### config.mk
export PLATFORM = sky130hd
export DESIGN_NAME = gnsm_seat_table
export DESIGN_NICKNAME = d
export VERILOG_FILES = /design/src/rtl/gnsm_seat_table.sv
export SDC_FILE = /design/constraint.sdc
export NUM_CORES = 2
export LEC_CHECK = 0
export BUFFER_PORTS_ARGS = -buffer_cell sky130_fd_sc_hd__buf_2
export CAP_MARGIN = 10
export CORE_ASPECT_RATIO = 0.5
export CORE_MARGIN = 4
export CORE_UTILIZATION = 40
export DETAILED_ROUTE_END_ITERATION = 12
export GPL_TIMING_DRIVEN = 0
export PLACE_DENSITY = 0.63
export SLEW_MARGIN = 5
export SYNTH_ARGS = -nofsm -noshare
export SYNTH_HDL_FRONTEND = slang
export SYNTH_SLANG_ARGS = --single-unit
### constraint.sdc
create_clock -name clock -period 6.7 [get_ports clock]
set_input_delay 0.67 -clock clock [delete_from_list [all_inputs] [get_ports clock]]
set_output_delay 0.67 -clock clock [all_outputs]
set_load 0.01 [all_outputs]
### src/rtl/gnsm_seat_table.sv
module gnsm_seat_table #(
   parameter  int DEPTH   = 64,
   parameter  int ENTRY_W = 64,
   localparam int AW      = (DEPTH > 1) ? $clog2(DEPTH) : 1
) (
   input  logic               clock,
   input  logic               reset,
   input  logic               wr_en,
   input  logic [AW-1:0]      wr_addr,
   input  logic [ENTRY_W-1:0] wr_data,
   input  logic               rd_en,
   input  logic [AW-1:0]      rd_addr,
   output logic               rd_valid,
   output logic [ENTRY_W-1:0] rd_data
);

   logic [ENTRY_W-1:0] mem [DEPTH];
   logic               rd_valid_ff;
   logic [ENTRY_W-1:0] rd_data_ff;

   always_ff @(posedge clock) begin
      if (wr_en) begin
         mem[wr_addr] <= wr_data;
      end
      if (rd_en) begin
         rd_data_ff <= mem[rd_addr];
      end
   end

   always_ff @(posedge clock) begin
      if (reset) begin
         rd_valid_ff <= 1'b0;
      end else begin
         rd_valid_ff <= rd_en;
      end
   end

   assign rd_valid = rd_valid_ff;
   assign rd_data  = rd_data_ff;

endmodule

==> metrics.txt <==
# TYPE chip_impl_metric gauge
chip_impl_metric{name="vias_per_cell",unit=""} 5.99
chip_impl_metric{name="worst_skew_pair.late_latency",unit="ns"} 0.93
chip_impl_metric{name="wp_data_required",unit="ns"} 7.34
chip_impl_info{name="regToRegStartpoint",value="mem[16][5]"} 1
chip_impl_info{name="worstPathCellList",value="buf_4 > buf_2 > buf_4 > clkbuf_1 > nand2_1 > o221ai_1 > o22ai_1 > and3_1"} 1
chip_impl_metric{name="synth_sequential_area_ratio",unit=""} 0.794
chip_impl_metric{name="timing.max_slew.rel_slack",unit=""} 0.0658
chip_impl_info{name="cts_tree",value="yes"} 1
chip_impl_info{name="critPathSlowestCell",value="o221ai_1"} 1
chip_impl_metric{name="path_clk_slew",unit="ns"} 0.06
chip_impl_metric{name="grt_use_total",unit=""} 0.217
chip_impl_metric{name="detail_route.iter0.violations",unit=""} 12300
chip_impl_metric{name="postRouteAntennaNets",unit=""} 0
chip_impl_metric{name="maxClockFrequency",unit="MHz"} 214
chip_impl_metric{name="report.power.total",unit="mW"} 52.8
chip_impl_info{name="critPathKind",value="input pin to register"} 1
chip_impl_metric{name="final_max_slew_viol_count",unit=""} 0
chip_impl_metric{name="placement_rows",unit=""} 162
chip_impl_info{name="rsz0062_at_grt",value="no"} 1
chip_impl_metric{name="synthesis.area_per_instance",unit="um^2"} 23.2
chip_impl_metric{name="proportion_of_layout_cells_with_a_drive_suffix_above_1",unit=""} 0.282
chip_impl_metric{name="finClkSkew",unit="ns"} 0.0485
chip_impl_info{name="hold_class",value="input pin to register"} 1
chip_impl_metric{name="routed_wl",unit="um"} 447000
chip_impl_metric{name="ys.warnings.count",unit=""} 0
chip_impl_metric{name="post-cts-setup-buffers",unit=""} 0
chip_impl_metric{name="synthDistinctLibCells",unit=""} 34
chip_impl_metric{name="cpPeakStageDelay",unit="ns"} 0.91
chip_impl_metric{name="antenna_found_initial",unit=""} 46
chip_impl_info{name="worst_path_most_repeated_cell",value="buf_4"} 1
chip_impl_metric{name="worstPathArrival",unit="ns"} 5.31
chip_impl_metric{name="synth_area",unit="mm^2"} 0.157
chip_impl_metric{name="setup_viol",unit=""} 0
chip_impl_info{name="top_delay_family_on_crit_path",value="buffers and inverters"} 1
chip_impl_metric{name="worst_ir_drop_vdd",unit="uV"} 171
chip_impl_metric{name="post_dr_wirelength_cell",unit="um"} 34.1
chip_impl_metric{name="worst_pin_slew",unit="ns"} 1.39
chip_impl_info{name="root_buffer",value="clkbuf_16"} 1
chip_impl_metric{name="worstPathBufferInverterCount",unit=""} 4
chip_impl_info{name="critical_path.startpoint_type",value="input pin"} 1
chip_impl_metric{name="grt_overflow",unit=""} 0
chip_impl_metric{name="drt_pass1_iterations",unit=""} 6
chip_impl_metric{name="p_leak",unit="nW"} 56.0
chip_impl_metric{name="timing.final.crit_share",unit=""} 0.697
chip_impl_metric{name="die-width",unit="um"} 895
chip_impl_metric{name="crit_path_max_fanout",unit=""} 10
chip_impl_metric{name="power_density",unit="mW/mm^2"} 291
chip_impl_metric{name="largest_net_degree_at_the_start_of_global_routing",unit=""} 65
chip_impl_metric{name="numPortBuffers",unit=""} 136
chip_impl_metric{name="ys_seq_elements",unit=""} 4161
chip_impl_metric{name="dieHeight",unit="um"} 452
chip_impl_metric{name="numClockSinks",unit=""} 4161
chip_impl_metric{name="finish.net_count",unit=""} 7629
chip_impl_metric{name="post_synth_inst_count",unit=""} 6789
chip_impl_metric{name="setup_tns",unit="ns"} 0
chip_impl_metric{name="flow.area_growth_from_synthesis",unit="%"} 15.5
chip_impl_metric{name="detailroute.via_count",unit=""} 78500
chip_impl_metric{name="cts_inserted_buffers",unit=""} 382
chip_impl_info{name="worstSetupEndpointType",value="register"} 1
chip_impl_info{name="critical_path.reg2reg.endpoint",value="rd_data[5]"} 1
chip_impl_metric{name="top_level_ports",unit=""} 145
chip_impl_metric{name="weighted_congestion_at_the_end_of_routability_driven_global_placement",unit=""} 0.860
chip_impl_metric{name="floorplan.initialDensity",unit=""} 0.403
chip_impl_metric{name="via_count_of_the_first_global_routing_pass",unit=""} 76300
chip_impl_metric{name="design.core.area",unit="mm^2"} 0.391
chip_impl_metric{name="die_area",unit="mm^2"} 0.404
chip_impl_metric{name="grt_pass1_wl",unit="um"} 617000
chip_impl_metric{name="layout_min_cycle_time",unit="ns"} 4.67
chip_impl_info{name="hold_start",value="rd_en"} 1
chip_impl_metric{name="syn-num-nets",unit=""} 6869
chip_impl_metric{name="timing.final.hold_violations",unit=""} 0
chip_impl_metric{name="remaining_drc_errors",unit=""} 0
chip_impl_metric{name="hold-path-cell-count",unit=""} 1
chip_impl_metric{name="cts_buffer_depth",unit=""} 4
chip_impl_metric{name="stdcell_count",unit=""} 13100
chip_impl_info{name="run_status",value="finished, final reports clean"} 1
chip_impl_metric{name="worstRegToRegCells",unit=""} 5
chip_impl_metric{name="detailedPlacementHpwl",unit="um"} 302000
chip_impl_metric{name="cap_violations",unit=""} 0
chip_impl_info{name="worst_hold_path_endpoint",value="rd_data[13]"} 1
chip_impl_metric{name="timing.reg2reg.setup_slack",unit="ns"} 3.57
chip_impl_metric{name="dp_cells",unit=""} 12400
chip_impl_metric{name="cts.htree.levels",unit=""} 5
==> flip-flops by register name, summed over array words and instances (netlist names) <==
signal	cells
mem	4096
rd_data	64
rd_valid	1
==> what timing repair did <==
| item | in CTS | in global routing |
|---|---|---|
| gates resized for setup | 0 | 0 |
| hold buffers | 1 | 0 |
| endpoints found under the hold margin | 1 | 0 |
==> cell usage in the layout, fill, tap and decap left out, types with 36 or more instances in the layout <==
cell       count
a22oi_1      128
buf_12       179
buf_16        37
buf_2        262
buf_4         97
clkbuf_1     224
clkbuf_16    391
clkinv_1     100
clkinv_2      60
edfxtp_1    4160
mux2i_1      138
mux4_2      1024
nand2_1      187
nand3_1      179
nand4_1       83
nor2_1        51
nor2_4        62
o21ai_1       42
o221ai_1      36
o22ai_1       82
==> synth_stat cells <==
master,number,area share
buf_2,157,0.0050
edfxtp_1,4160,0.79
nor2b_1,27,0.0011
nand2_1,187,0.0045
and3_1,19,0.00076
mux2i_1,138,0.0088
or3_1,30,0.0012
buf_1,14,0.00033
dfxtp_1,1,0.00013
or2_1,4,0.00016
o221ai_1,36,0.0020
nand3_1,179,0.0057
nand2b_1,11,0.00044
nand3b_1,2,0.000095
nor2_1,114,0.0027
a2bb2oi_1,19,0.0011
or2_2,25,0.00099
mux4_2,1024,0.15
nor3_1,2,0.000064
buf_6,6,0.00043
a31oi_1,19,0.00076
o22ai_1,82,0.0033
a211oi_1,19,0.00091
and2_1,2,0.000080
a22oi_1,128,0.0061
nand4_1,83,0.0033
clkbuf_1,152,0.0036
o21ai_0,3,0.000095
a41oi_1,27,0.0015
o21ai_1,42,0.0013
buf_4,56,0.0027
nand4b_1,1,0.000056
inv_1,19,0.00045
or3b_2,1,0.000056
==> cell families after synthesis <==
group,after synthesis,synth area share
and+or+nand+nor,687,0.0211
muxes,1162,0.155
AOI/OAI and AO/OA,375,0.0170
DFF,4161,0.794
buffers and inverters,404,0.0125
==> layer usage <==
layer	global-route usage	vias up	wire (um)
li1	-	30600	-
met1	0.312	42300	174000
met2	0.327	4824	203000
met3	0.0589	719	55600
met4	0.0654	12	14800
met5	0	-	69
==> worst register-to-register path, delay by kind of cell (launching register included) <==
kind	cells	cell delay, ns
compound gates	2	1.37
simple gates	2	0.61
mux	1	0.46
flops	1	0.37
==> report_power, final <==
| group | internal (mW) | switching [mW] | leakage (nW) |
|---|---|---|---|
| clock network | 11.5 | 9.38 | 5.72 |
| registers | 28.9 | 0.0485 | 37.5 |
| logic | 0.945 | 2.06 | 12.8 |
==> layout make-up <==
| class | count | area [um^2] |
|---|---|---|
| Fill cell | 31700 | 209000 |
| Sequential cell | 4161 | 125000 |
| Multi-Input combinational cell | 2224 | 30900 |
| Clock buffer | 471 | 10100 |
| Tap cell | 5248 | 6570 |
| Timing Repair Buffer | 376 | 5600 |
| Buffer | 385 | 1910 |
| Clock inverter | 207 | 1600 |
| Inverter | 19 | 71.3 |
| Antenna cell | 16 | 40.0 |
==> metrics by stage <==
step,hold slack (ns),utilization,instance area [um^2],setup slack [ns]
after floorplan,0.742,-,157000,0.594
after global placement,0.828,0.421,165000,-7.28
after detailed placement,0.829,0.434,170000,1.30
after CTS,0.0897,0.464,181000,2.27
after global routing,0.107,0.465,182000,2.07
final,0.139,0.465,182000,2.03
==> worst max path at each step <==
| stage | from | slack [ns] | depth (start not counted) | to |
|---|---|---|---|---|
| floorplan | wr_addr[3] | 0.59 | 4 | mem[48][0] |
| global placement | wr_addr[3] | -7.28 | 4 | mem[49][37] |
| detailed placement | rd_addr[1] | 1.30 | 9 | rd_data[5] |
| CTS | rd_addr[1] | 2.27 | 9 | rd_data[5] |
| global route | rd_addr[0] | 2.07 | 8 | rd_data[1] |
| finish | rd_addr[0] | 2.03 | 8 | rd_data[43] |
No activity file was read; power rests on OpenSTA's default activity.
