## src/rtl/gnsm_pkg.sv

```systemverilog
package gnsm_pkg;

   localparam int MAX_SEATS_DEFAULT  = 64;
   localparam int COORD_BITS_DEFAULT = 12;

   localparam int FIELD_COORD_W = 12;
   localparam int INDEX_W       = 6;
   localparam int IDENT_W       = 16;
   localparam int COUNT_W       = 7;
   localparam int DIST_W        = 27;

   localparam logic [DIST_W-1:0] DIST_MAX = '1;

   // request tdata layout
   localparam int SEAT_INDEX_LSB = 0;
   localparam int SEAT_X_LSB     = SEAT_INDEX_LSB + INDEX_W;
   localparam int SEAT_Y_LSB     = SEAT_X_LSB + FIELD_COORD_W;
   localparam int SEAT_W_LSB     = SEAT_Y_LSB + FIELD_COORD_W;
   localparam int SEAT_H_LSB     = SEAT_W_LSB + FIELD_COORD_W;
   localparam int SEAT_IDENT_LSB = SEAT_H_LSB + FIELD_COORD_W;
   localparam int FACE_X_LSB     = SEAT_IDENT_LSB + IDENT_W;
   localparam int FACE_Y_LSB     = FACE_X_LSB + FIELD_COORD_W;
   localparam int FACE_W_LSB     = FACE_Y_LSB + FIELD_COORD_W;
   localparam int FACE_H_LSB     = FACE_W_LSB + FIELD_COORD_W;
   localparam int REQ_FIELDS_W   = FACE_H_LSB + FIELD_COORD_W;
   localparam int REQ_TDATA_W    = ((REQ_FIELDS_W + 7) / 8) * 8;

   localparam int RSP_FIELDS_W   = IDENT_W + DIST_W;
   localparam int RSP_TDATA_W    = ((RSP_FIELDS_W + 7) / 8) * 8;

   localparam logic ACTION_WRITE = 1'b0;
   localparam logic ACTION_QUERY = 1'b1;

   typedef enum logic [1:0] {
      ST_IDLE,
      ST_SCAN,
      ST_RESP
   } gnsm_state_type;

   typedef struct packed {
      logic busy;
      logic found;
   } gnsm_scan_status_type;

endpackage

```

## src/rtl/gnsm_dist_unit.sv

```systemverilog
module gnsm_dist_unit #(
   parameter  int COORD_BITS = 12,
   localparam int ENTRY_W    = 4 * COORD_BITS + gnsm_pkg::IDENT_W,
   localparam int CEN_W      = COORD_BITS + 2,
   localparam int SQ_W       = 2 * CEN_W,
   localparam int DSUM_W     = SQ_W + 1
) (
   input  logic                             clock,
   input  logic                             reset,
   input  logic                             clear,
   input  logic                             in_valid,
   input  logic [ENTRY_W-1:0]               in_entry,
   input  logic [CEN_W-1:0]                 face_cx,
   input  logic [CEN_W-1:0]                 face_cy,
   output gnsm_pkg::gnsm_scan_status_type   status,
   output logic [DSUM_W-1:0]                best_dist,
   output logic [gnsm_pkg::IDENT_W-1:0]     best_ident
);

   import gnsm_pkg::*;

   logic [COORD_BITS-1:0] seat_x;
   logic [COORD_BITS-1:0] seat_y;
   logic [COORD_BITS-1:0] seat_w;
   logic [COORD_BITS-1:0] seat_h;
   logic [IDENT_W-1:0]    seat_id;
   logic [CEN_W-1:0]      seat_cx;
   logic [CEN_W-1:0]      seat_cy;

   logic               va_ff, vb_ff, vc_ff;
   logic [CEN_W-1:0]   dx_ff, dx_in;
   logic [CEN_W-1:0]   dy_ff, dy_in;
   logic [CEN_W-1:0]   w3_ff, w3_in;
   logic [IDENT_W-1:0] id_a_ff, id_b_ff, id_c_ff;
   logic [SQ_W-1:0]    dxsq_ff, dxsq_in;
   logic [SQ_W-1:0]    dysq_ff, dysq_in;
   logic [SQ_W-1:0]    gate_b_ff, gate_b_in;
   logic [SQ_W-1:0]    gate_c_ff;
   logic [DSUM_W-1:0]  dsum_ff, dsum_in;

   logic               found_ff, found_in;
   logic [DSUM_W-1:0]  best_d_ff, best_d_in;
   logic [IDENT_W-1:0] best_id_ff, best_id_in;
   logic               hit;

   assign seat_x  = in_entry[COORD_BITS-1:0];
   assign seat_y  = in_entry[2*COORD_BITS-1:COORD_BITS];
   assign seat_w  = in_entry[3*COORD_BITS-1:2*COORD_BITS];
   assign seat_h  = in_entry[4*COORD_BITS-1:3*COORD_BITS];
   assign seat_id = in_entry[4*COORD_BITS+IDENT_W-1:4*COORD_BITS];

   // doubled-unit centres
   assign seat_cx = CEN_W'({seat_x, 1'b0}) + CEN_W'(seat_w);
   assign seat_cy = CEN_W'({seat_y, 1'b0}) + CEN_W'(seat_h);

   always_comb begin
      dx_in     = (face_cx >= seat_cx) ? (face_cx - seat_cx) : (seat_cx - face_cx);
      dy_in     = (face_cy >= seat_cy) ? (face_cy - seat_cy) : (seat_cy - face_cy);
      w3_in     = CEN_W'({seat_w, 1'b0}) + CEN_W'(seat_w);
      dxsq_in   = SQ_W'(dx_ff) * SQ_W'(dx_ff);
      dysq_in   = SQ_W'(dy_ff) * SQ_W'(dy_ff);
      gate_b_in = SQ_W'(w3_ff) * SQ_W'(w3_ff);
      dsum_in   = DSUM_W'(dxsq_ff) + DSUM_W'(dysq_ff);
   end

   // earlier entry wins ties: replace only on strictly smaller distance
   assign hit = vc_ff && (dsum_ff < DSUM_W'(gate_c_ff)) && (!found_ff || (dsum_ff < best_d_ff));

   always_comb begin
      found_in   = found_ff;
      best_d_in  = best_d_ff;
      best_id_in = best_id_ff;
      if (clear) begin
         found_in = 1'b0;
      end else if (hit) begin
         found_in   = 1'b1;
         best_d_in  = dsum_ff;
         best_id_in = id_c_ff;
      end
   end

   always_ff @(posedge clock) begin
      if (reset) begin
         va_ff    <= 1'b0;
         vb_ff    <= 1'b0;
         vc_ff    <= 1'b0;
         found_ff <= 1'b0;
      end else begin
         va_ff    <= in_valid;
         vb_ff    <= va_ff;
         vc_ff    <= vb_ff;
         found_ff <= found_in;
      end
   end

   always_ff @(posedge clock) begin
      dx_ff      <= dx_in;
      dy_ff      <= dy_in;
      w3_ff      <= w3_in;
      id_a_ff    <= seat_id;
      dxsq_ff    <= dxsq_in;
      dysq_ff    <= dysq_in;
      gate_b_ff  <= gate_b_in;
      id_b_ff    <= id_a_ff;
      dsum_ff    <= dsum_in;
      gate_c_ff  <= gate_b_ff;
      id_c_ff    <= id_b_ff;
      best_d_ff  <= best_d_in;
      best_id_ff <= best_id_in;
   end

   assign status.busy  = in_valid | va_ff | vb_ff | vc_ff;
   assign status.found = found_ff;
   assign best_dist    = best_d_ff;
   assign best_ident   = best_id_ff;

endmodule

```

## config.mk

```make
export PLATFORM = sky130hd
export DESIGN_NAME = gnsm_dist_unit
export DESIGN_NICKNAME = d
export VERILOG_FILES = /design/src/rtl/gnsm_pkg.sv /design/src/rtl/gnsm_dist_unit.sv
export SDC_FILE = /design/constraint.sdc
export NUM_CORES = 2
export LEC_CHECK = 0
export BUFFER_PORTS_ARGS = -buffer_cell sky130_fd_sc_hd__buf_4
export CORE_UTILIZATION = 45
export DETAILED_ROUTE_END_ITERATION = 7
export HOLD_SLACK_MARGIN = 0.12
export SETUP_SLACK_MARGIN = 0.4
export SLEW_MARGIN = 5
export SYNTH_ARGS = -nofsm -noshare
export SYNTH_HDL_FRONTEND = slang
export SYNTH_SLANG_ARGS = --single-unit
```

## constraint.sdc

```tcl
create_clock -name clock -period 13.5 [get_ports clock]
set_input_delay 2.025 -clock clock [delete_from_list [all_inputs] [get_ports clock]]
set_output_delay 2.025 -clock clock [all_outputs]
set_load 0.1 [all_outputs]
```

==> impl_metrics.yaml <==
setup_path:
  worst-path-buf-inv: 6
  cp-start-kind: "flip-flop"
  reg2reg_depth: 23
  cp_top_family: "adder cells"
  slowest_delay_ns: 0.73
  cp.required_ns: 13.92
  crit_type: "flip-flop to flip-flop"
  worst-r2r-setup-slack_ns: 6.89
  crit_cells: 23
  critPathCaptureType: "flip-flop"
  crit_path_top_delay_cell: "dfxtp_1"
  cpMostUsedCell: "inv_1"
  critPathMaxFanout: 17
  arrival_ns: 7.03
  cp_cell_sequence: "inv_1 > nor2_1 > ha_1 > a31oi_1 > fa_1 > inv_1 > fa_1 > inv_1 > fa_1 > inv_1 > fa_1 > inv_1 > fa_1 > inv_1 > ha_1 > a21o_1 > a2111oi_0 > a21bo_2 > a21oi_1 > nor2_1 > a311oi_1 > o21ai_0 > xor2_1"
job:
  maxCapViolCount: 0
clock_tree:
  clk_latency_ns: 0.54
  cts.reportedPaths.clkPinSlew_ns: 0.06
  cts_buffers: 34
  clock_path_buffers: 3
  tritoncts: "yes"
  htreeDepth: 2
  post-cts-setup-buffers: 0
  cts-root-buf: "clkbuf_16"
  cts_sinks: 276
  cts.repair.resized: 0
  cts_hold_buffers: 0
finish:
  layout_commonest_cell: "inv_1"
  n_antenna_cell: 0
  finish.net_count: 4075
  drive_gt1_share_pct: 7.41
  syn_to_final_growth_pct: 10.0
  layout_common_cells: "650 x inv_1, 445 x ha_1, 346 x fa_1"
  num-fill-cells: 5956
drt:
  vias_per_cell: 5.09
  drt_iter0_drc: 781
  vias: 20668
  drc: 0
  postRouteAntennaNets: 0
  drt_wl_total_um: 60400
  wire_per_inst_um: 14.9
  drt_pass1_iterations: 5
synth:
  synth_cell_types: 77
  synth-edff-count: 45
  synthCells: 3085
  synth_seq_cells: 276
  ys_seq_area_share_pct: 20.5
  syn_nets: 3972
  synth_area_um2: 29100
  syn_avg_cell_area_um2: 9.44
  ys.flop_type: "dfxtp_1"
  synth_area_leaders: "fa_1 24%, ha_1 19%, dfxtp_1 16%"
  synth_top_area_share_pct: 23.8
  synth_async_sr_flop_share_pct: 0
  yosysWarnings: 0
  synth_area_leader_cell: "fa_1"
timing:
  relSlewSlack_pct: 25.5
  tightest_slew_ns: 1.12
  clock.fmax_mhz: 151
  hold_violations: 0
  setup_violations: 0
  slew_viol_final: 0
  finalCriticalPeriod_ns: 6.61
  rsz0062_at_grt: "no"
  setup_tns_ns: 0
  skew_ns: 0.0329
  period_share_pct: 49.0
floorplanning:
  pin_count: 143
  die_x_um: 256
  start_util_pct: 45.8
  num_rows: 92
  die_area_um2: 65700
  die_h_um: 256
  core_area_um2: 63500
global_routing:
  antenna_found_initial: 1
  track_usage_pct: 19.1
  grt_max_degree: 46
  overflow: 0
  grt_pass1_wl_um: 104000
  grt_pass1_vias: 21984
place:
  io_buffers: 142
  hpwlAfterDp_um: 51100
  routabilityCongestion: 0.887
worst_hold_path:
  worstHoldPathType: "flip-flop to flip-flop"
  min_path_cells: 0
status:
  outcome: "completed"
[cell usage after synthesis (3+ instances only)]
library cell  instances
inv_1               650
ha_1                445
fa_1                346
nand2_1             253
dfxtp_1             231
a21oi_1             154
xnor2_1             126
and2_1               90
nor2_1               89
a21o_1               82
o21ai_0              69
clkbuf_1             67
xor2_1               54
edfxtp_1             45
nor2b_1              36
nand3_1              32
nor3_1               23
o21a_1               22
nand4_1              21
a211oi_1             19
a31oi_1              18
o21bai_1             18
nand2b_1             16
o211ai_1             15
and3_1               14
a31o_2               13
mux2i_1              13
a211o_1               8
or2_2                 8
a21boi_0              6
mux2_2                6
o31ai_1               6
a221oi_1              5
a311oi_1              5
a2111oi_0             4
and4_1                4
buf_2                 4
nor3b_1               4
o31a_1                4
a221o_1               3
nand3b_1              3
o211a_1               3
o21ai_1               3
or3_1                 3
[path summary, 6_finish.rpt]
kind	start	end
min reg2reg	gate_b_ff[3]	gate_c_ff[3]
max	w3_ff[2]	gate_b_ff[26]
min	gate_b_ff[3]	gate_c_ff[3]
max reg2reg	w3_ff[2]	gate_b_ff[26]
[sequential cells by signal (all words and copies together), names as in the netlist, 16 cells and up]
register / count
best_dist: 29
dsum_ff: 29
dxsq_ff: 27
dysq_ff: 27
gate_b_ff: 27
gate_c_ff: 27
best_ident: 16
id_a_ff: 16
id_b_ff: 16
id_c_ff: 16
[routing by layer]
layer  global-route usage (%)  share of wire [%]  up-vias
li1                         -                  -    10134
met1                     25.0                 46    10069
met2                     33.2                 48      386
met3                     2.21                3.9       79
met4                     5.22                2.1        0
met5                        0                  0        -
[logic make-up (layout without fill, tap and decap cells)]
kind of cell    count (synthesis)  after routing  synth area share [%]
fa+ha+maj                     791            791                  42.9
simple gates                  602            602                  9.85
mux                            19             19                 0.679
flops                         276            276                  20.5
compound gates                492            492                  11.2
xor+xnor                      180            180                  5.42
buf+inv                       725            852                  9.42
[worst register-to-register path, stage by stage, from the launching register on]
cell	delay, ns
dfxtp_1	0.73
inv_1	0.23
nor2_1	0.21
ha_1	0.18
a31oi_1	0.06
fa_1	0.57
inv_1	0.05
fa_1	0.49
inv_1	0.05
fa_1	0.53
inv_1	0.05
fa_1	0.47
inv_1	0.05
fa_1	0.50
inv_1	0.04
ha_1	0.33
a21o_1	0.19
a2111oi_0	0.36
a21bo_2	0.29
a21oi_1	0.21
nor2_1	0.12
a311oi_1	0.44
o21ai_0	0.18
xor2_1	0.16
[final cells by class]
class	instances	area, µm²	share of cell area [%]
timing repair buffer	142	1070	3.33
sequential	276	5980	18.7
clock inverter	17	168	0.523
multi-input combinational	2084	20400	63.7
clock buffer	43	926	2.89
tap	846	1060	3.30
inverter	650	2440	7.62
[through the flow]
stage	hold WS, ns	setup WS [ns]	instance area (µm²)	instances	utilization, %
after detailed placement	0.312	6.89	30900	3998	48.7
after global routing	0.321	6.40	32000	4058	50.4
after floorplan	0.310	7.34	29100	3085	-
after CTS	0.324	6.88	32000	4058	50.4
final	0.322	6.89	32000	4058	50.4
after global placement	0.310	7.03	30900	3998	48.7
Power is left out: the tool's default activity adds up to more than one toggle a clock period on the data nets, which glitch-free logic cannot reach.
